===== src/rtl/ldtw_pkg.sv =====
// ldtw_pkg: shared types, command codes and byte selection for the two-wire led frame sender
// no dependencies; imported by every module of the block
`default_nettype none

package ldtw_pkg;

  localparam int DIGITS_DEFAULT = 4;
  localparam int SEG_FIELDS = 4;

  // action codes carried by an input item
  localparam logic [1:0] ACT_TICK   = 2'd0;
  localparam logic [1:0] ACT_UPDATE = 2'd1;
  localparam logic [1:0] ACT_SINGLE = 2'd2;

  // configuration register indexes
  localparam logic REG_BRIGHTNESS    = 1'b0;
  localparam logic REG_START_ADDRESS = 1'b1;

  localparam logic [2:0] BRIGHTNESS_RESET    = 3'd7;
  localparam logic [7:0] START_ADDRESS_RESET = 8'hC0;

  // driver command bytes
  localparam logic [7:0] CMD_DATA_AUTO  = 8'h40;
  localparam logic [7:0] CMD_DATA_FIXED = 8'h44;
  localparam logic [7:0] CMD_ADDR_BASE  = 8'hC0;
  localparam logic [7:0] CMD_DISPLAY_ON = 8'h88;

  // frames of one sequence
  localparam logic [2:0] FRAME_CMD  = 3'd0;
  localparam logic [2:0] FRAME_DATA = 3'd1;
  localparam logic [2:0] FRAME_CTRL = 3'd2;
  localparam logic [2:0] FRAME_COUNT = 3'd3;

  typedef enum logic [3:0] {
    PH_IDLE     = 4'd0,
    PH_START_A  = 4'd1,
    PH_START_B  = 4'd2,
    PH_BIT_LOW  = 4'd3,
    PH_BIT_HIGH = 4'd4,
    PH_ACK_LOW  = 4'd5,
    PH_ACK_HIGH = 4'd6,
    PH_STOP_A   = 4'd7,
    PH_STOP_B   = 4'd8,
    PH_STOP_C   = 4'd9
  } phase_t;

  typedef struct packed {
    logic [1:0] action;
    logic [1:0] position;
    logic [7:0] seg_a;
    logic [7:0] seg_b;
    logic [7:0] seg_c;
    logic [7:0] seg_d;
    logic       dio_in;
  } item_t;

  typedef struct packed {
    logic clk_line;
    logic dio_line;
    logic dio_drive;
    logic busy_res;
    logic refused;
    logic ack_missing;
    logic frame_done;
  } result_t;

  // byte to shift out next, chosen by frame and place in frame
  function automatic logic [7:0] load_value(
    input logic [2:0] frame_step,
    input logic       single_mode,
    input logic [2:0] byte_index,
    input logic [1:0] target_position,
    input logic [7:0] start_address,
    input logic [2:0] brightness,
    input logic [7:0] digit
  );
    logic [7:0] v;
    case (frame_step)
      FRAME_CMD: begin
        v = single_mode ? CMD_DATA_FIXED : CMD_DATA_AUTO;
      end
      FRAME_DATA: begin
        if (byte_index == 3'd0) begin
          v = single_mode ? (CMD_ADDR_BASE | {6'd0, target_position}) : start_address;
        end else begin
          v = digit;
        end
      end
      default: begin
        v = CMD_DISPLAY_ON + {5'd0, brightness};
      end
    endcase
    return v;
  endfunction

endpackage

`default_nettype wire


===== src/rtl/led_driver_two_wire_frame_sender.sv =====
// Line sequencer for a two-wire seven-segment LED driver. Every transfer on the item channel is
// one half-bit tick and yields exactly one result transfer with the clock and data line levels for
// that tick; a request (four-digit update or single-digit write) accepted on an idle tick starts
// three frames (data command, address plus digits, display control) with start, LSB-first bytes,
// acknowledge slots and stop. One item is taken every cycle while the result queue has room; the
// sequencer state advances once per item. An item passes the item register, then the sequencer step
// into a two-entry result queue that keeps taking items while a result waits. Requests made while
// busy are refused; a high data line in an acknowledge slot sets a sticky flag that only reset
// clears. Configuration is to be written by the user only while no transfer is in progress.
// depends on ldtw_pkg, ldtw_seq and ldtw_res_queue
`default_nettype none

module led_driver_two_wire_frame_sender #(
  parameter int DIGITS = ldtw_pkg::DIGITS_DEFAULT
) (
  input  wire logic         clk,
  input  wire logic         rst,
  // item channel
  input  wire logic         item_valid,
  output logic              item_stall,
  input  wire ldtw_pkg::item_t item,
  // result channel
  output logic              result_valid,
  input  wire logic         result_stall,
  output ldtw_pkg::result_t result,
  // configuration writes
  input  wire logic         cfg_we,
  input  wire logic         cfg_index,
  input  wire logic [7:0]   cfg_data
);
  import ldtw_pkg::*;

  // configuration registers
  logic [2:0] brightness;
  logic [7:0] start_address;

  // item register in front of the sequencer
  logic       stage_valid;
  item_t      stage_item;

  logic       queue_full;
  logic       go;
  result_t    step_result;

  // the staged item moves on whenever the result queue has room
  assign go         = stage_valid && !queue_full;
  assign item_stall = stage_valid && queue_full;

  always_ff @(posedge clk) begin
    if (rst) begin
      brightness    <= BRIGHTNESS_RESET;
      start_address <= START_ADDRESS_RESET;
    end else if (cfg_we) begin
      case (cfg_index)
        REG_BRIGHTNESS:    brightness    <= cfg_data[2:0];
        REG_START_ADDRESS: start_address <= cfg_data;
        default:           brightness    <= brightness;
      endcase
    end
  end

  always_ff @(posedge clk) begin
    if (rst) begin
      stage_valid <= 1'b0;
    end else if (!item_stall) begin
      stage_valid <= item_valid;
    end
  end

  // payload needs no reset
  always_ff @(posedge clk) begin
    if (!item_stall && item_valid) begin
      stage_item <= item;
    end
  end

  ldtw_seq #(
    .DIGITS (DIGITS)
  ) u_seq (
    .clk           (clk),
    .rst           (rst),
    .go            (go),
    .item          (stage_item),
    .brightness    (brightness),
    .start_address (start_address),
    .result        (step_result)
  );

  ldtw_res_queue u_queue (
    .clk          (clk),
    .rst          (rst),
    .push         (go),
    .push_data    (step_result),
    .full         (queue_full),
    .result_valid (result_valid),
    .result_stall (result_stall),
    .result       (result)
  );

  // the last tick of a sequence always belongs to a transfer
  assert property (@(posedge clk) disable iff (rst)
    (result_valid && result.frame_done) |-> result.busy_res)
    else $error("frame_done outside a transfer");

  // a refusal can only happen while a sequence runs
  assert property (@(posedge clk) disable iff (rst)
    (result_valid && result.refused) |-> result.busy_res)
    else $error("request refused while idle");

  // released data line reads high and only happens inside a transfer
  assert property (@(posedge clk) disable iff (rst)
    (result_valid && !result.dio_drive) |-> (result.dio_line && result.busy_res))
    else $error("released data line not high or outside a transfer");

  // an item is never sequenced into a full queue
  assert property (@(posedge clk) disable iff (rst)
    (stage_valid && queue_full) |=> (stage_valid && $stable(stage_item)))
    else $error("staged item lost while result queue full");

endmodule

`default_nettype wire


===== src/rtl/ldtw_res_queue.sv =====
// ldtw_res_queue: two-entry result queue that decouples the sequencer from the output stall
// depends on ldtw_pkg for the result struct
`default_nettype none

module ldtw_res_queue (
  input  wire logic              clk,
  input  wire logic              rst,
  input  wire logic              push,
  input  wire ldtw_pkg::result_t push_data,
  output logic                   full,
  output logic                   result_valid,
  input  wire logic              result_stall,
  output ldtw_pkg::result_t      result
);
  import ldtw_pkg::*;

  result_t    entries [2];
  logic       wr_ptr;
  logic       rd_ptr;
  logic [1:0] count;
  logic       pop;

  assign pop          = (count != 2'd0) && !result_stall;
  assign full         = (count == 2'd2);
  assign result_valid = (count != 2'd0);
  assign result       = entries[rd_ptr];

  always_ff @(posedge clk) begin
    if (push) begin
      entries[wr_ptr] <= push_data;
    end
  end

  always_ff @(posedge clk) begin
    if (rst) begin
      wr_ptr <= 1'b0;
      rd_ptr <= 1'b0;
      count  <= 2'd0;
    end else begin
      if (push) begin
        wr_ptr <= ~wr_ptr;
      end
      if (pop) begin
        rd_ptr <= ~rd_ptr;
      end
      case ({push, pop})
        2'b10:   count <= count + 2'd1;
        2'b01:   count <= count - 2'd1;
        default: count <= count;
      endcase
    end
  end

endmodule

`default_nettype wire


===== src/rtl/ldtw_seq.sv =====
// ldtw_seq: half-bit tick sequencer, one step per registered item
// depends on ldtw_pkg for phase enum, item and result structs and command bytes
`default_nettype none

module ldtw_seq #(
  parameter int DIGITS = ldtw_pkg::DIGITS_DEFAULT
) (
  input  wire logic         clk,
  input  wire logic         rst,
  input  wire logic         go,
  input  wire ldtw_pkg::item_t item,
  input  wire logic [2:0]   brightness,
  input  wire logic [7:0]   start_address,
  output ldtw_pkg::result_t result
);
  import ldtw_pkg::*;

  localparam int         IDX_W      = (DIGITS > 1) ? $clog2(DIGITS) : 1;
  localparam logic [3:0] NUM_DIGITS = 4'(DIGITS);
  localparam logic [2:0] AUTO_LEN   = 3'(DIGITS + 1);

  phase_t     phase, phase_next, eff_phase;
  logic [3:0] bit_count, bit_count_next;
  logic [7:0] shift_byte, shift_byte_next;
  logic [2:0] frame_step, frame_step_next;
  logic [2:0] byte_index, byte_index_next;
  logic       single_mode, single_mode_next;
  logic [1:0] target_position, target_position_next;
  logic       ack_flag, ack_flag_next;
  logic [7:0] digit_bytes [DIGITS];

  logic       request;
  logic       accept_req;
  logic [2:0] bi_inc;
  logic [2:0] fs_inc;
  logic [3:0] bc_inc;
  logic [2:0] frame_len;
  logic [2:0] digit_k;
  logic [7:0] digit_sel;
  logic [7:0] seg [SEG_FIELDS];

  assign seg[0] = item.seg_a;
  assign seg[1] = item.seg_b;
  assign seg[2] = item.seg_c;
  assign seg[3] = item.seg_d;

  assign request    = go && (item.action inside {ACT_UPDATE, ACT_SINGLE});
  assign accept_req = request && (phase == PH_IDLE);
  assign eff_phase  = accept_req ? PH_START_A : phase;
  assign bi_inc     = byte_index + 3'd1;
  assign fs_inc     = frame_step + 3'd1;
  assign bc_inc     = bit_count + 4'd1;
  assign frame_len  = (frame_step == FRAME_DATA) ? (single_mode ? 3'd2 : AUTO_LEN) : 3'd1;

  // digit loaded after byte_index advances: its place is the current byte_index
  assign digit_k   = single_mode ? 3'd0 : byte_index;
  assign digit_sel = ({1'b0, digit_k} < NUM_DIGITS) ? digit_bytes[digit_k[IDX_W-1:0]] : 8'd0;

  // digit store, written on an accepted request
  for (genvar g = 0; g < DIGITS; g++) begin : g_digit
    if (g < SEG_FIELDS) begin : g_seg
      always_ff @(posedge clk) begin
        if (accept_req) begin
          digit_bytes[g] <= seg[g];
        end
      end
    end else begin : g_blank
      always_ff @(posedge clk) begin
        if (accept_req) begin
          digit_bytes[g] <= 8'd0;
        end
      end
    end
  end

  always_ff @(posedge clk) begin
    if (rst) begin
      phase           <= PH_IDLE;
      bit_count       <= 4'd0;
      shift_byte      <= 8'd0;
      frame_step      <= 3'd0;
      byte_index      <= 3'd0;
      single_mode     <= 1'b0;
      target_position <= 2'd0;
      ack_flag        <= 1'b0;
    end else begin
      phase           <= phase_next;
      bit_count       <= bit_count_next;
      shift_byte      <= shift_byte_next;
      frame_step      <= frame_step_next;
      byte_index      <= byte_index_next;
      single_mode     <= single_mode_next;
      target_position <= target_position_next;
      ack_flag        <= ack_flag_next;
    end
  end

  // next state
  always_comb begin
    phase_next           = phase;
    bit_count_next       = bit_count;
    shift_byte_next      = shift_byte;
    frame_step_next      = frame_step;
    byte_index_next      = byte_index;
    single_mode_next     = single_mode;
    target_position_next = target_position;
    ack_flag_next        = ack_flag;
    if (go) begin
      if (accept_req) begin
        single_mode_next     = (item.action == ACT_SINGLE);
        target_position_next = item.position;
        frame_step_next      = FRAME_CMD;
        byte_index_next      = 3'd0;
        shift_byte_next      = load_value(FRAME_CMD, single_mode_next, 3'd0, item.position,
                                          start_address, brightness, 8'd0);
        bit_count_next       = 4'd0;
      end
      case (eff_phase)
        PH_START_A:  phase_next = PH_START_B;
        PH_START_B:  phase_next = PH_BIT_LOW;
        PH_BIT_LOW:  phase_next = PH_BIT_HIGH;
        PH_BIT_HIGH: begin
          shift_byte_next = {1'b0, shift_byte[7:1]};
          bit_count_next  = bc_inc;
          phase_next      = (bc_inc >= 4'd8) ? PH_ACK_LOW : PH_BIT_LOW;
        end
        PH_ACK_LOW:  phase_next = PH_ACK_HIGH;
        PH_ACK_HIGH: begin
          ack_flag_next   = ack_flag | item.dio_in;
          byte_index_next = bi_inc;
          if (bi_inc < frame_len) begin
            shift_byte_next = load_value(frame_step, single_mode, bi_inc, target_position,
                                         start_address, brightness, digit_sel);
            bit_count_next  = 4'd0;
            phase_next      = PH_BIT_LOW;
          end else begin
            phase_next = PH_STOP_A;
          end
        end
        PH_STOP_A:   phase_next = PH_STOP_B;
        PH_STOP_B:   phase_next = PH_STOP_C;
        PH_STOP_C: begin
          byte_index_next = 3'd0;
          if (fs_inc < FRAME_COUNT) begin
            frame_step_next = fs_inc;
            shift_byte_next = load_value(fs_inc, single_mode, 3'd0, target_position,
                                         start_address, brightness, 8'd0);
            bit_count_next  = 4'd0;
            phase_next      = PH_START_A;
          end else begin
            frame_step_next = 3'd0;
            phase_next      = PH_IDLE;
          end
        end
        default:     phase_next = PH_IDLE;
      endcase
    end
  end

  // line levels and flags for this tick
  always_comb begin
    result.clk_line    = 1'b1;
    result.dio_line    = 1'b1;
    result.dio_drive   = 1'b1;
    result.busy_res    = 1'b1;
    result.refused     = request && (phase != PH_IDLE);
    result.ack_missing = ack_flag_next;
    result.frame_done  = 1'b0;
    case (eff_phase)
      PH_START_A:  result.dio_line = 1'b0;
      PH_START_B: begin
        result.clk_line = 1'b0;
        result.dio_line = 1'b0;
      end
      PH_BIT_LOW: begin
        result.clk_line = 1'b0;
        result.dio_line = shift_byte[0];
      end
      PH_BIT_HIGH: result.dio_line = shift_byte[0];
      PH_ACK_LOW: begin
        result.clk_line  = 1'b0;
        result.dio_drive = 1'b0;
      end
      PH_ACK_HIGH: result.dio_drive = 1'b0;
      PH_STOP_A: begin
        result.clk_line = 1'b0;
        result.dio_line = 1'b0;
      end
      PH_STOP_B:   result.dio_line = 1'b0;
      PH_STOP_C:   result.frame_done = (fs_inc >= FRAME_COUNT);
      default:     result.busy_res = 1'b0;
    endcase
  end

endmodule

`default_nettype wire


===== config.mk =====
export PLATFORM = sky130hd
export DESIGN_NAME = led_driver_two_wire_frame_sender
export DESIGN_NICKNAME = d
export VERILOG_FILES = /design/src/rtl/ldtw_pkg.sv /design/src/rtl/led_driver_two_wire_frame_sender.sv /design/src/rtl/ldtw_res_queue.sv /design/src/rtl/ldtw_seq.sv
export SDC_FILE = /design/constraint.sdc
export NUM_CORES = 1
export LEC_CHECK = 0
export BUFFER_PORTS_ARGS = -buffer_cell sky130_fd_sc_hd__buf_2
export CORE_MARGIN = 3
export CORE_UTILIZATION = 50
export CTS_CLUSTER_SIZE = 25
export DETAILED_ROUTE_END_ITERATION = 16
export PLACE_DENSITY_LB_ADDON = 0.15
export SLEW_MARGIN = 20
export SYNTH_ARGS = -nofsm -noshare
export SYNTH_HDL_FRONTEND = slang
export SYNTH_SLANG_ARGS = --single-unit

===== constraint.sdc =====
create_clock -name clk -period 4.2 [get_ports clk]
set_input_delay 0.84 -clock clk [delete_from_list [all_inputs] [get_ports clk]]
set_output_delay 0.84 -clock clk [all_outputs]
set_load 0.02 [all_outputs]

# [Word level (Yosys, flattened, before mapping)]
# Memories as Yosys holds them, arrays and structs flattened. A register that Yosys moved wholly into a read port is not among the register bits.
# Cells that the tools add are included.
[classes] add_sub_neg=6 n_lt_le_gt_ge=5 eq_ne=16 n_mux=41 bitwise=4 reduce_logical=30
[ops] operator="$mux 8" n=6
[ops] operator="$pmux 4 s9" n=1
[ops] operator="$pmux 8 s2" n=2
[ops] operator="$mux 3" n=10
[ops] operator="$pmux 8 s3" n=1
[ops] operator="$eq 4x3->1 const B" n=4
[ops] operator="$mux 4" n=4
[ops] operator="$mux 1" n=13
[ops] operator="$pmux 4 s3" n=1
[ops] operator="$reduce_and 2->1" n=5
[ops] operator="$logic_not 3->1" n=3
[ops] operator="$reduce_or 9->1" n=1
[ops] operator="$add 8x3->8 const A" n=1
[ops] operator="$eq 4x2->1 const B" n=2
[ops] operator="$eq 4x4->1 const B" n=2
[ops] operator="$reduce_bool 2->1" n=4
[ops] operator="$reduce_or 4->1" n=2
[ops] operator="$logic_and 1x1->1" n=7
[ops] operator="$add 3x1->3 const B" n=2
[ops] operator="$eq 2x2->1 const B" n=3
[ops] operator="$eq 3x1->1 const B" n=2
[ops] operator="$pmux 3 s2" n=1
[ops] operator="$add 4x1->4 const B" n=1
[ops] operator="$eq 2x1->1 const B" n=2
[ops] operator="other kinds (17)" n=22
[totals] reg_bits=79 ramBits=46 inputBits=51 memories=2
[mem_list] memory="u_seq.digit_bytes" words=4 word_bits=8 read_ports=1 rd_ports_with_merged_regs=0 write_ports=4 line_no="ldtw_seq.sv:30" source="logic [7:0] digit_bytes [DIGITS];"
[mem_list] memory="u_queue.entries" words=2 word_bits=7 read_ports=1 rd_ports_with_merged_regs=1 write_ports=1 line_no="ldtw_res_queue.sv:17" source="result_t entries [2];"

# [Depth between registers and ports, before layout]
# Gate-level depths: netlist of the first run.
[depth] word_depth=9 mapped_depth=12 mapped_depth_nobuf=11

# [By module]
# A second synthesis of the first run with hierarchy kept.
[unflattened] cells_unflattened=480 area_unflattened_um2=5572.8
[modules_own_cells] module="ldtw_seq" n_inst=1 cells_each=343 area_each_um2=3236.9 seq_area_each_um2=1481.4
[modules_own_cells] module="led_driver_two_wire_frame_sender" n_inst=1 cells_each=90 area_each_um2=1615.3 seq_area_each_um2=1351.3
[modules_own_cells] module="ldtw_res_queue" n_inst=1 cells_each=47 area_each_um2=720.7 seq_area_each_um2=520.5

# [Worst setup path before layout of the first run]
# OpenSTA, ideal clock, no wires.
[synth_timing] kind="input port to flip-flop" startpoint="input port item_valid" endpoint="register stage_item[0] (netlist bit) (enable)" setup_time_ps=435 arrival_time_ps=2501 required_time_ps=3765 path_slack_ps=1264 path_stages=1 n_path_buf=0 path_cell_list="nor2b_1"
[synth_between] elab_chain_cells=1
[synth_rtl] item="from (decl)" line_no="led_driver_two_wire_frame_sender.sv:19" source="input wire logic item_valid,"
[synth_rtl] item="$logic_and 1x1->1" line_no="led_driver_two_wire_frame_sender.sv:72" source="if (!item_stall && item_valid) begin"
[synth_rtl] item="to (signal assigned)" line_no="led_driver_two_wire_frame_sender.sv:73" source="stage_item <= item;"
[synth_rtl] item="to (decl)" line_no="led_driver_two_wire_frame_sender.sv:39" source="item_t stage_item;"
# No other way between the ends.
# A chain may end at the register's enable or synchronous reset.

# [Worst setup path in the final report of the first run]
[layout_timing] startpoint="register u_seq.frame_step[1]" endpoint="register u_seq.shift_byte[6]"
[layout_between] elab_chain_cells=5 elab_cells_between_ends=13 cone_classes="1 x add/sub; 2 x order compare; 2 x eq/ne; 6 x mux; 2 x reduce/logical"
[layout_rtl] item="from (decl)" line_no="ldtw_seq.sv:25" source="logic [2:0] frame_step, frame_step_next;"
[layout_rtl] item="from (signal assigned)" line_no="ldtw_seq.sv:90" source="frame_step <= frame_step_next;"
[layout_rtl] item="$add 3x1->3 or $eq 3x1->1 (tied branches)" line_no="ldtw_seq.sv:51, ldtw_pkg.sv:78, ldtw_seq.sv:53"
[layout_rtl] item="$eq 3x1->1, or another cell as far along" line_no="ldtw_pkg.sv:78" source="case (frame_step)"
[layout_rtl] item="$pmux 8 s2 or $lt 3x3->1 (tied branches)" line_no="ldtw_pkg.sv:78, ldtw_seq.sv:131"
[layout_rtl] item="$mux 8, on equally long branches" line_no="ldtw_seq.sv:144, ldtw_seq.sv:131"
[layout_rtl] item="$pmux 8 s3 (*)" line_no="ldtw_seq.sv:118" source="case (eff_phase)"
[layout_rtl] item="to (signal assigned)" line_no="ldtw_seq.sv:89" source="shift_byte <= shift_byte_next;"
[layout_rtl] item="to (decl)" line_no="ldtw_seq.sv:24" source="logic [7:0] shift_byte, shift_byte_next;"
# Every way passes the cells marked *; elsewhere a longest branch is shown, timed or not.

==> results.cfg, run 1 <==
[run_status]
outcome = finished, final reports clean

[placement]
place_ws_ns = 1.38
placedInstanceArea_mm2 = 0.00600
port_buffers = 59
routabilityCongestion = 0.848
place_hpwl_um = 7820

[layout]
post_route_cells_drive_above_1_share = 0.220
post_route_cell_area_mm2 = 0.00654
most-common-layout-cells = 83 x sky130_fd_sc_hd__edfxtp_1, 59 x sky130_fd_sc_hd__buf_2, 57 x sky130_fd_sc_hd__nand2_1
finish.utilization = 0.601
area.growth.synth_to_final_pct = 16.6
insertedDiodeCount = 0
most_frequent_standard_cell_in_the_layout_excluding_fill_and_tap_cells = sky130_fd_sc_hd__edfxtp_1
final_net_count = 609

[drt]
vias_after_detailed_routing = 3895
detail_route.iter0.violations = 233
ant_nets = 0
drc_errors = 0
drt_pre_antenna_iters = 4
via_per_instance_ratio = 5.58
post_drt_wl_per_cell_um = 16.2
routed_wirelength_um = 11300

[worst_setup_path]
worst-path-max-fanout = 8
cpLargestDelayFamily = compound AO/OA/AOI/OAI gates
path_cells = inv_1, ha_1, nand2b_1, nand2b_1, ha_1, o21a_1, o2bb2ai_1, nand2_1, o31a_1, a31oi_1, o21a_1
cp-end-kind = register
timing.critical_path.required_ns = 4.67
crit_path_start_kind = register
cp_slowest_stage_delay_ns = 0.37
worst-path-buf-inv = 1
r2r.worst_path.cells = 11
crit_path_max_delay_cell_type = sky130_fd_sc_hd__dfxtp_1
startpoint_to_endpoint_class_of_the_critical_path = reg2reg
worst_setup_path_startpoint = u_seq.frame_step[1]
endpoint = u_seq.shift_byte[6]
path_depth = 11
ff2ff_setup_slack_ns = 1.36
worst-endpoint-arrival_ns = 3.31
crit-reg2reg-launch = u_seq.frame_step[1]
reg2reg_end = u_seq.shift_byte[6]

[global_routing]
grt_antenna_before_repair = 0
grt_max_degree = 39
grt_first_pass_wirelength_um = 19000
vias_in_the_first_global_route = 3833
globalRouteTotalUtil = 0.192
grt.overflow.total = 0

[sta]
timing.setup.tns_ns = 0
fin_hold_ws_ns = 0.414
finalWorstPathRequiredPeriod_ns = 2.84
timing.fmax_ghz = 0.352
min_period_over_period = 0.676
worst_slack_ns = 1.36
finalHoldViolCount = 0
worst_pin_slew_ns = 0.954
worst_clock_skew_ns = 0.00858
final_max_slew_viol_count = 0
grt_setup_unrepaired = false
relSlewSlack = 0.362
setup_violations = 0

[clocking]
numClockSinks = 126
post-cts-setup-buffers = 0
cts.htree.levels = 4
tritoncts.num_buffers = 17
clkLatencyLatePin_ns = 0.52
clock_tree_from_tritoncts = built
hold_fix_buffers_at_cts = 0
clk_pin_slew_ns = 0.06
cts_max_path_buffers = 2
cts-resized-gates = 0
clk_root_buffer_cell = sky130_fd_sc_hd__clkbuf_8

[job]
cap_violations = 0

[logic_synthesis]
synth-edff-count = 83
synth-async-reset-ratio = 0
primary_ff_master_synth = sky130_fd_sc_hd__edfxtp_1
synthCells = 489
syn_nets = 553
distinct_cell_type_count_after_synthesis = 69
postSynthAreaPerCell_um2 = 11.5
yosys_register_bits = 126
synth.yosys.warnings = 0
synth_sequential_area_ratio = 0.598
syn-cell-area_mm2 = 0.00561

[hold_path]
worst_hold_path.num_cells = 0
min-delay-path-class = reg2reg

[die]
row_count = 38
floorplan.initialDensity = 0.515
die_h_um = 112
boundaryPins = 60
design.die.area_mm2 = 0.0125
fp.dieW_um = 112
core_mm2 = 0.0109

[power]
pwr_per_cell_area_mw_per_mm2 = 475
power.static_leakage_nw = 2.36
worst_case_vdd_ir_drop_v = 0.000524
[Yosys cell counts, types with 5 or more instances]
library cell,count,area (um^2)
sky130_fd_sc_hd__dfxtp_1,43,861
sky130_fd_sc_hd__nor2_1,31,116
sky130_fd_sc_hd__ha_1,13,163
sky130_fd_sc_hd__nor4_1,5,31.3
sky130_fd_sc_hd__o21a_1,5,37.5
sky130_fd_sc_hd__mux2_2,11,124
sky130_fd_sc_hd__edfxtp_1,83,2490
sky130_fd_sc_hd__nor2b_1,9,56.3
sky130_fd_sc_hd__nand3_1,14,70.1
sky130_fd_sc_hd__and2_1,5,31.3
sky130_fd_sc_hd__nor3_1,7,35.0
sky130_fd_sc_hd__mux2i_1,8,80.1
sky130_fd_sc_hd__nand2_1,57,214
sky130_fd_sc_hd__a21oi_1,40,200
sky130_fd_sc_hd__clkbuf_1,16,60.1
sky130_fd_sc_hd__buf_2,8,40.0
sky130_fd_sc_hd__o22ai_1,6,37.5
sky130_fd_sc_hd__a211oi_1,6,45.0
sky130_fd_sc_hd__nand2b_1,13,81.3
sky130_fd_sc_hd__o21ai_0,18,90.1
sky130_fd_sc_hd__inv_1,7,26.3
[metal layers]
metal  vias to the layer above  share of wire  routed length, um  track usage
met2                       105           0.48               5450        0.312
met3                        25          0.051                575       0.0538
met1                      1837           0.44               5040        0.245
met5                         -              0                  0            0
met4                         0          0.024                275       0.0769
li1                       1928              -                  -            -
[final cells by class]
cell class                      instances  area (um^2)
Sequential cell                       126         3350
Timing Repair Buffer                   64          333
Tap cell                              140          175
Clock buffer                           19          422
Fill cell                             885         4350
Multi-Input combinational cell        326         2100
Inverter                               10         38.8
Clock inverter                         13          120
[logic make-up after synthesis]
group	synth area share
XOR/XNOR	0.0123
flip-flops	0.598
AO/OA/AOI/OAI	0.141
adder cells (fa/ha/maj)	0.0290
AND/OR/NAND/NOR	0.154
buffers and inverters	0.0294
multiplexers	0.0363
[worst min-delay path by stage]
stage                    from                 endpoint  slack, ns
6_report        stage_item[9]  u_seq.digit_bytes[2][0]       0.41
5_1_grt        stage_item[16]  u_seq.digit_bytes[2][7]       0.42
4_1_cts         stage_item[9]  u_seq.digit_bytes[2][0]       0.42
3_5_place_dp    stage_item[9]  u_seq.digit_bytes[2][0]       0.40
3_3_place_gp   stage_item[20]  u_seq.digit_bytes[1][3]       0.41
2_1_floorplan  stage_item[25]  u_seq.digit_bytes[0][0]       0.40
[registers in the layout, indices dropped and copies added, names as in the netlist, named ones only]
name	count
u_seq.digit_bytes	32
u_seq.bit_count	4
u_seq.single_mode	1
u_seq.target_position	2
u_queue.count	2
stage_item	37
start_address	8
u_seq.byte_index	3
u_seq.ack_flag	1
u_seq.shift_byte	8
brightness	3
u_queue.entries	14
u_seq.phase	4
u_queue.rd_ptr	1
stage_valid	1
u_seq.frame_step	3
u_queue.wr_ptr	1
[power breakdown]
part / leakage (nW) / internal (mW) / switching, mW
clock network: 0.258 / 0.785 / 0.525
logic: 0.976 / 0.134 / 0.182
registers: 1.13 / 1.43 / 0.0541
total: 2.36 / 2.35 / 0.762
[worst reg2reg max path, stage by stage, from the launching register on]
cell and delay [ns]:
sky130_fd_sc_hd__dfxtp_1 0.37, sky130_fd_sc_hd__inv_1 0.13, sky130_fd_sc_hd__ha_1 0.34, sky130_fd_sc_hd__nand2b_1 0.16, sky130_fd_sc_hd__nand2b_1 0.19, sky130_fd_sc_hd__ha_1 0.30, sky130_fd_sc_hd__o21a_1 0.12, sky130_fd_sc_hd__o2bb2ai_1 0.30
sky130_fd_sc_hd__nand2_1 0.23, sky130_fd_sc_hd__o31a_1 0.36, sky130_fd_sc_hd__a31oi_1 0.16, sky130_fd_sc_hd__o21a_1 0.13
[through the flow]
step | total power [mW] | std cells
6_report | 3.11 | 698
4_1_cts | 3.14 | 698
3_3_place_gp | 1.81 | 666
3_5_place_dp | 1.82 | 666
2_1_floorplan | 1.72 | 489
5_1_grt | 3.24 | 698
Note: power is estimated with default switching activity, not from simulation.
==> run 2: changes to the inputs <==
Clock period 4.2 ns to 2.6 ns, I/O delays scaled along.
==> run 2 against run 1 <==
Effect of this change:
- total power increased by 65%
- clock power increased by 68%
- wire length increased by 1.1%
- flip-flop and latch count unchanged
- via count increased by 1.1%
- clock skew decreased by 0.0011 ns
- sequential share of layout area decreased by 1.1 points
- hold slack got worse by 0.24 ns
- utilization increased by 1.4 points
- register-to-register slack got worse by 1.1 ns
==> results.cfg, run 2 (synthesized netlist as in run 1, its figures left out) <==
[run_status]
outcome = finished, final reports clean

[drt]
drc_errors = 0
vias_after_detailed_routing = 3939
detail_route.iter0.violations = 304
ant_nets = 0
drt_pre_antenna_iters = 5
post_drt_wl_per_cell_um = 16.1
routed_wirelength_um = 11500
via_per_instance_ratio = 5.52

[clocking]
hold_fix_buffers_at_cts = 0
numClockSinks = 126
post-cts-setup-buffers = 0
cts.htree.levels = 4
cts-resized-gates = 0
clk_root_buffer_cell = sky130_fd_sc_hd__clkbuf_8
cts_max_path_buffers = 2
clkLatencyLatePin_ns = 0.52
clk_pin_slew_ns = 0.06
clock_tree_from_tritoncts = built
tritoncts.num_buffers = 17

[global_routing]
grtUsageMet2 = 0.313
grt_first_pass_wirelength_um = 19300
grt_max_degree = 38
grtUsageMet1 = 0.263
vias_in_the_first_global_route = 3876
met3_usage = 0.0560
grt_antenna_before_repair = 0
grt.overflow.total = 0
globalRouteTotalUtil = 0.196
globalRoute.busiestLayer = met2

[sta]
finalWorstPathRequiredPeriod_ns = 2.35
relSlewSlack = 0.575
worst_pin_slew_ns = 0.635
grt_setup_unrepaired = false
final_max_slew_viol_count = 0
worst_clock_skew_ns = 0.00748
worst_slack_ns = 0.252
finalHoldViolCount = 0
timing.fmax_ghz = 0.426
timing.setup.tns_ns = 0
fin_hold_ws_ns = 0.175
min_period_over_period = 0.903
setup_violations = 0

[placement]
place_ws_ns = 0.219
routabilityCongestion = 0.872
dp_cells = 681
port_buffers = 59
place_hpwl_um = 8170

[die]
fp.dieW_um = 112
design.die.area_mm2 = 0.0125
boundaryPins = 60
core_mm2 = 0.0109
row_count = 38
die_h_um = 112
floorplan.initialDensity = 0.515

[power]
worst_case_vdd_ir_drop_v = 0.000702
pwr_per_cell_area_mw_per_mm2 = 766
power.static_leakage_nw = 2.46

[layout]
finish.utilization = 0.615
max_ffs_per_register = 37
top_register = stage_item
insertedDiodeCount = 0
area.growth.synth_to_final_pct = 19.3
layout.cells.non_filler = 713
most-common-layout-cells = 83 x sky130_fd_sc_hd__edfxtp_1, 59 x sky130_fd_sc_hd__buf_2, 57 x sky130_fd_sc_hd__nand2_1
top_regs = stage_item (37), u_seq.digit_bytes (32), u_queue.entries (14)
most_frequent_standard_cell_in_the_layout_excluding_fill_and_tap_cells = sky130_fd_sc_hd__edfxtp_1
post_route_cells_drive_above_1_share = 0.243
final_net_count = 624
num-fill-cells = 866

[worst_setup_path]
cp-end-kind = register
crit-reg2reg-launch = u_seq.frame_step[1]
startpoint_to_endpoint_class_of_the_critical_path = reg2reg
worst-endpoint-arrival_ns = 2.81
ff2ff_setup_slack_ns = 0.25
crit_path_start_kind = register
timing.critical_path.required_ns = 3.06
reg2reg_end = u_seq.shift_byte[6]
r2r.worst_path.cells = 10
worst-path-max-fanout = 6

[hold_path]
hold_path_end = stage_item[35]
worst_hold_path.num_cells = 1
min-delay-start = item[35]
min-delay-path-class = in2reg

[job]
cap_violations = 0
run 2: how the worst max path moves through the flow:
| stage | slack [ns] | start | end |
|---|---|---|---|
| floorplan | 0.08 | u_seq.frame_step[1] | u_seq.shift_byte[6] |
| global route | 0.09 | u_seq.frame_step[1] | u_seq.shift_byte[6] |
| CTS | 0.18 | u_seq.frame_step[1] | u_seq.shift_byte[6] |
| detailed placement | 0.22 | u_seq.byte_index[0] | u_seq.shift_byte[6] |
| global placement | 0.24 | u_seq.frame_step[1] | u_seq.shift_byte[6] |
| finish | 0.25 | u_seq.frame_step[1] | u_seq.shift_byte[6] |
run 2: metrics by stage:
stage / area (um^2) / total power [mW]
2_1_floorplan: 5610 / 2.78
3_3_place_gp: 6130 / 2.95
3_5_place_dp: 6130 / 2.96
4_1_cts: 6690 / 5.17
5_1_grt: 6690 / 5.34
6_report: 6690 / 5.12
run 2: per-layer routing:
layer | share of wire | wire length [um] | vias to the layer above
met5 | 0 | 0 | -
met4 | 0.012 | 140 | 0
met3 | 0.065 | 744 | 12
met2 | 0.48 | 5510 | 122
met1 | 0.44 | 5070 | 1841
li1 | - | - | 1964
run 2: final cells by class:
cell class | count | area (um^2) | share of cell area
flip-flops and latches | 126 | 3350 | 0.501
repair buffers | 79 | 458 | 0.0684
multi-input cells | 326 | 2110 | 0.315
well taps | 140 | 175 | 0.0262
clock buffers | 18 | 418 | 0.0624
clock inverters | 14 | 143 | 0.0213
inverters | 10 | 38.8 | 0.00580
run 2: critical path, stage by stage (launching register included):
cell and delay, ns:
sky130_fd_sc_hd__dfxtp_1 0.31, sky130_fd_sc_hd__inv_1 0.09, sky130_fd_sc_hd__ha_1 0.21, sky130_fd_sc_hd__nand3b_1 0.16, sky130_fd_sc_hd__ha_1 0.32, sky130_fd_sc_hd__o21a_1 0.19
sky130_fd_sc_hd__o2bb2ai_2 0.20, sky130_fd_sc_hd__nand2_1 0.18, sky130_fd_sc_hd__o31a_1 0.34, sky130_fd_sc_hd__a31oi_1 0.17, sky130_fd_sc_hd__o21a_1 0.13
run 2: where the power goes:
part           switching (mW)  total, mW  internal [mW]
Sequential             0.0803       2.38           2.30
Clock                   0.843       2.20           1.36
Combinational           0.310      0.537          0.227
==> run 3: changes to the inputs <==
Settings changed: CORE_MARGIN 3 to 2.
==> run 3 against run 2 <==
Effect of this change:
- clock power increased by 7%
- critical path depth unchanged
- sequential share of layout area decreased by 0.40 points
- combinational power about the same
- largest power group unchanged
- largest cell class unchanged
- via count increased by 1.5%
- non-clock buffer count increased by 2
- die area decreased by 3.5%
- final cell count increased by 0.28%
- count of clock-buffer cells in the layout decreased by 1
- worst setup slack got worse by 0.047 ns
==> results.cfg, run 3 (synthesized netlist as in run 1, its figures left out) <==
[worst_setup_path]
timing.critical_path.required_ns = 3.08
worst_setup_path_startpoint = u_seq.frame_step[1]
ff2ff_setup_slack_ns = 0.20
crit_path_start_kind = register
cp_slowest_stage_delay_ns = 0.37
crit_path_max_delay_cell_type = sky130_fd_sc_hd__o31a_1
worst-endpoint-arrival_ns = 2.87
endpoint = u_seq.shift_byte[6]
worst-path-max-fanout = 6
crit-reg2reg-launch = u_seq.frame_step[1]
startpoint_to_endpoint_class_of_the_critical_path = reg2reg
reg2reg_end = u_seq.shift_byte[6]
path_cells = inv_1, ha_1, nand3b_1, ha_1, o21a_1, o2bb2ai_2, nand2_1, o31a_1, a21oi_1, o21a_1
r2r.worst_path.cells = 10
cp-end-kind = register

[placement]
place_hpwl_um = 8190
placedInstanceArea_mm2 = 0.00614
place_ws_ns = 0.187
routabilityCongestion = 0.904
port_buffers = 59

[sta]
grt_setup_unrepaired = false
finalWorstPathRequiredPeriod_ns = 2.40
timing.fmax_ghz = 0.418
min_period_over_period = 0.921
worst_clock_skew_ns = 0.00509
relSlewSlack = 0.578
final_max_slew_viol_count = 0
timing.setup.tns_ns = 0
finalHoldViolCount = 0
fin_hold_ws_ns = 0.161
worst_pin_slew_ns = 0.631
setup_violations = 0
worst_slack_ns = 0.205

[drt]
drc_errors = 0
ant_nets = 0
met3WireLength_um = 742
routed_wirelength_um = 11500
route.met2.wl_um = 5580
m1WireLength_um = 4890
drt_pre_antenna_iters = 6
vias_after_detailed_routing = 3997
post_drt_wl_per_cell_um = 16.0
top_layer_used = met4
via_per_instance_ratio = 5.59
detail_route.iter0.violations = 301

[layout]
most_frequent_standard_cell_in_the_layout_excluding_fill_and_tap_cells = sky130_fd_sc_hd__edfxtp_1
post_route_cells_drive_above_1_share = 0.247
top_register = stage_item
final_net_count = 626
post_route_cell_area_mm2 = 0.00675
most-common-layout-cells = 83 x sky130_fd_sc_hd__edfxtp_1, 59 x sky130_fd_sc_hd__buf_2, 57 x sky130_fd_sc_hd__nand2_1
max_ffs_per_register = 37
insertedDiodeCount = 0
area.growth.synth_to_final_pct = 20.2
top_regs = stage_item (37), u_seq.digit_bytes (32), u_queue.entries (14)

[global_routing]
grt_first_pass_wirelength_um = 18300
grt.overflow.total = 0
grt_max_degree = 38
grt_antenna_before_repair = 0
vias_in_the_first_global_route = 3694
globalRouteTotalUtil = 0.209

[clocking]
numClockSinks = 126
clk_pin_slew_ns = 0.06
clock_tree_from_tritoncts = built
hold_fix_buffers_at_cts = 0
clk_root_buffer_cell = sky130_fd_sc_hd__clkbuf_8
cts_max_path_buffers = 2
cts.htree.levels = 4
clkLatencyLatePin_ns = 0.53
tritoncts.num_buffers = 17

[die]
row_count = 38
floorplan.initialDensity = 0.515
die_h_um = 110
boundaryPins = 60
core_mm2 = 0.0109
fp.dieW_um = 110
design.die.area_mm2 = 0.0121

[power]
internal_power_mw = 4.00
worst_case_vdd_ir_drop_v = 0.000758
total_switching_power_mw = 1.27
pwr_per_cell_area_mw_per_mm2 = 782
power.static_leakage_nw = 2.49
clock_power_share = 0.447
power.share.combinational = 0.101
pwr-share-seq = 0.452
power.switching_fraction = 0.241

[hold_path]
min-delay-path-class = in2reg
min-delay-start = item[27]

[job]
cap_violations = 0

[run_status]
outcome = finished, final reports clean
run 3: changes by cell type in the layout (fill, tap and decap cells not counted), sizes merged:
cell      delta
inv          +3
buf          +2
clkinv       -2
bufinv       +1
clkbuf       -1
clkinvlp     -1
run 3: power by group through the flow:
stage	registers, mW	logic, mW	clock network, mW
floorplan	2.39	0.396	0
global placement	2.42	0.525	0
detailed placement	2.42	0.536	0
CTS	2.38	0.538	2.43
global route	2.40	0.590	2.51
finish	2.38	0.535	2.36
run 3: through the flow:
step / cells / total power, mW / utilization
floorplan: 489 / 2.78 / -
global placement: 683 / 2.94 / 0.564
detailed placement: 683 / 2.96 / 0.564
CTS: 715 / 5.35 / 0.619
global route: 715 / 5.50 / 0.620
finish: 715 / 5.27 / 0.620
run 3: cell type report:
class                   instances  area (um^2)
flip-flops and latches        126         3350
repair buffers                 81          473
well taps                     140          175
multi-input cells             326         2110
clock buffers                  17          414
inverters                      10         38.8
clock inverters                15          185
fillers                       851         4140
run 3: worst min path at each step:
stage | to | slack [ns] | cells past startpoint
after floorplan | u_seq.digit_bytes[0][0] | 0.40 | 0
after global placement | u_seq.digit_bytes[3][3] | 0.41 | 0
after detailed placement | u_seq.digit_bytes[0][4] | 0.40 | 0
after CTS | stage_item[0] | 0.12 | 1
after global routing | stage_item[2] | 0.13 | 1
final | stage_item[27] | 0.16 | 1
run 3: metal layers:
| layer | GRT usage | up-vias |
|---|---|---|
| li1 | - | 1969 |
| met1 | 0.266 | 1861 |
| met2 | 0.328 | 147 |
| met3 | 0.0658 | 20 |
| met5 | 0 | - |
| met4 | 0.0895 | 0 |
run 3: worst max-delay path: cells and delay by family, from the launching register on:
family / cells / cell delay (ns)
adder cells (fa/ha/maj): 2 / 0.54
AND/OR/NAND/NOR: 2 / 0.33
buffers and inverters: 1 / 0.10
AO/OA/AOI/OAI: 5 / 1.06
flip-flops: 1 / 0.31
run 3: what timing repair did:
action                                 CTS  global route
setup endpoints to repair                0             2
buffers inserted                         0             0
endpoints found under the hold margin    0             0
gates resized for setup                  0             1
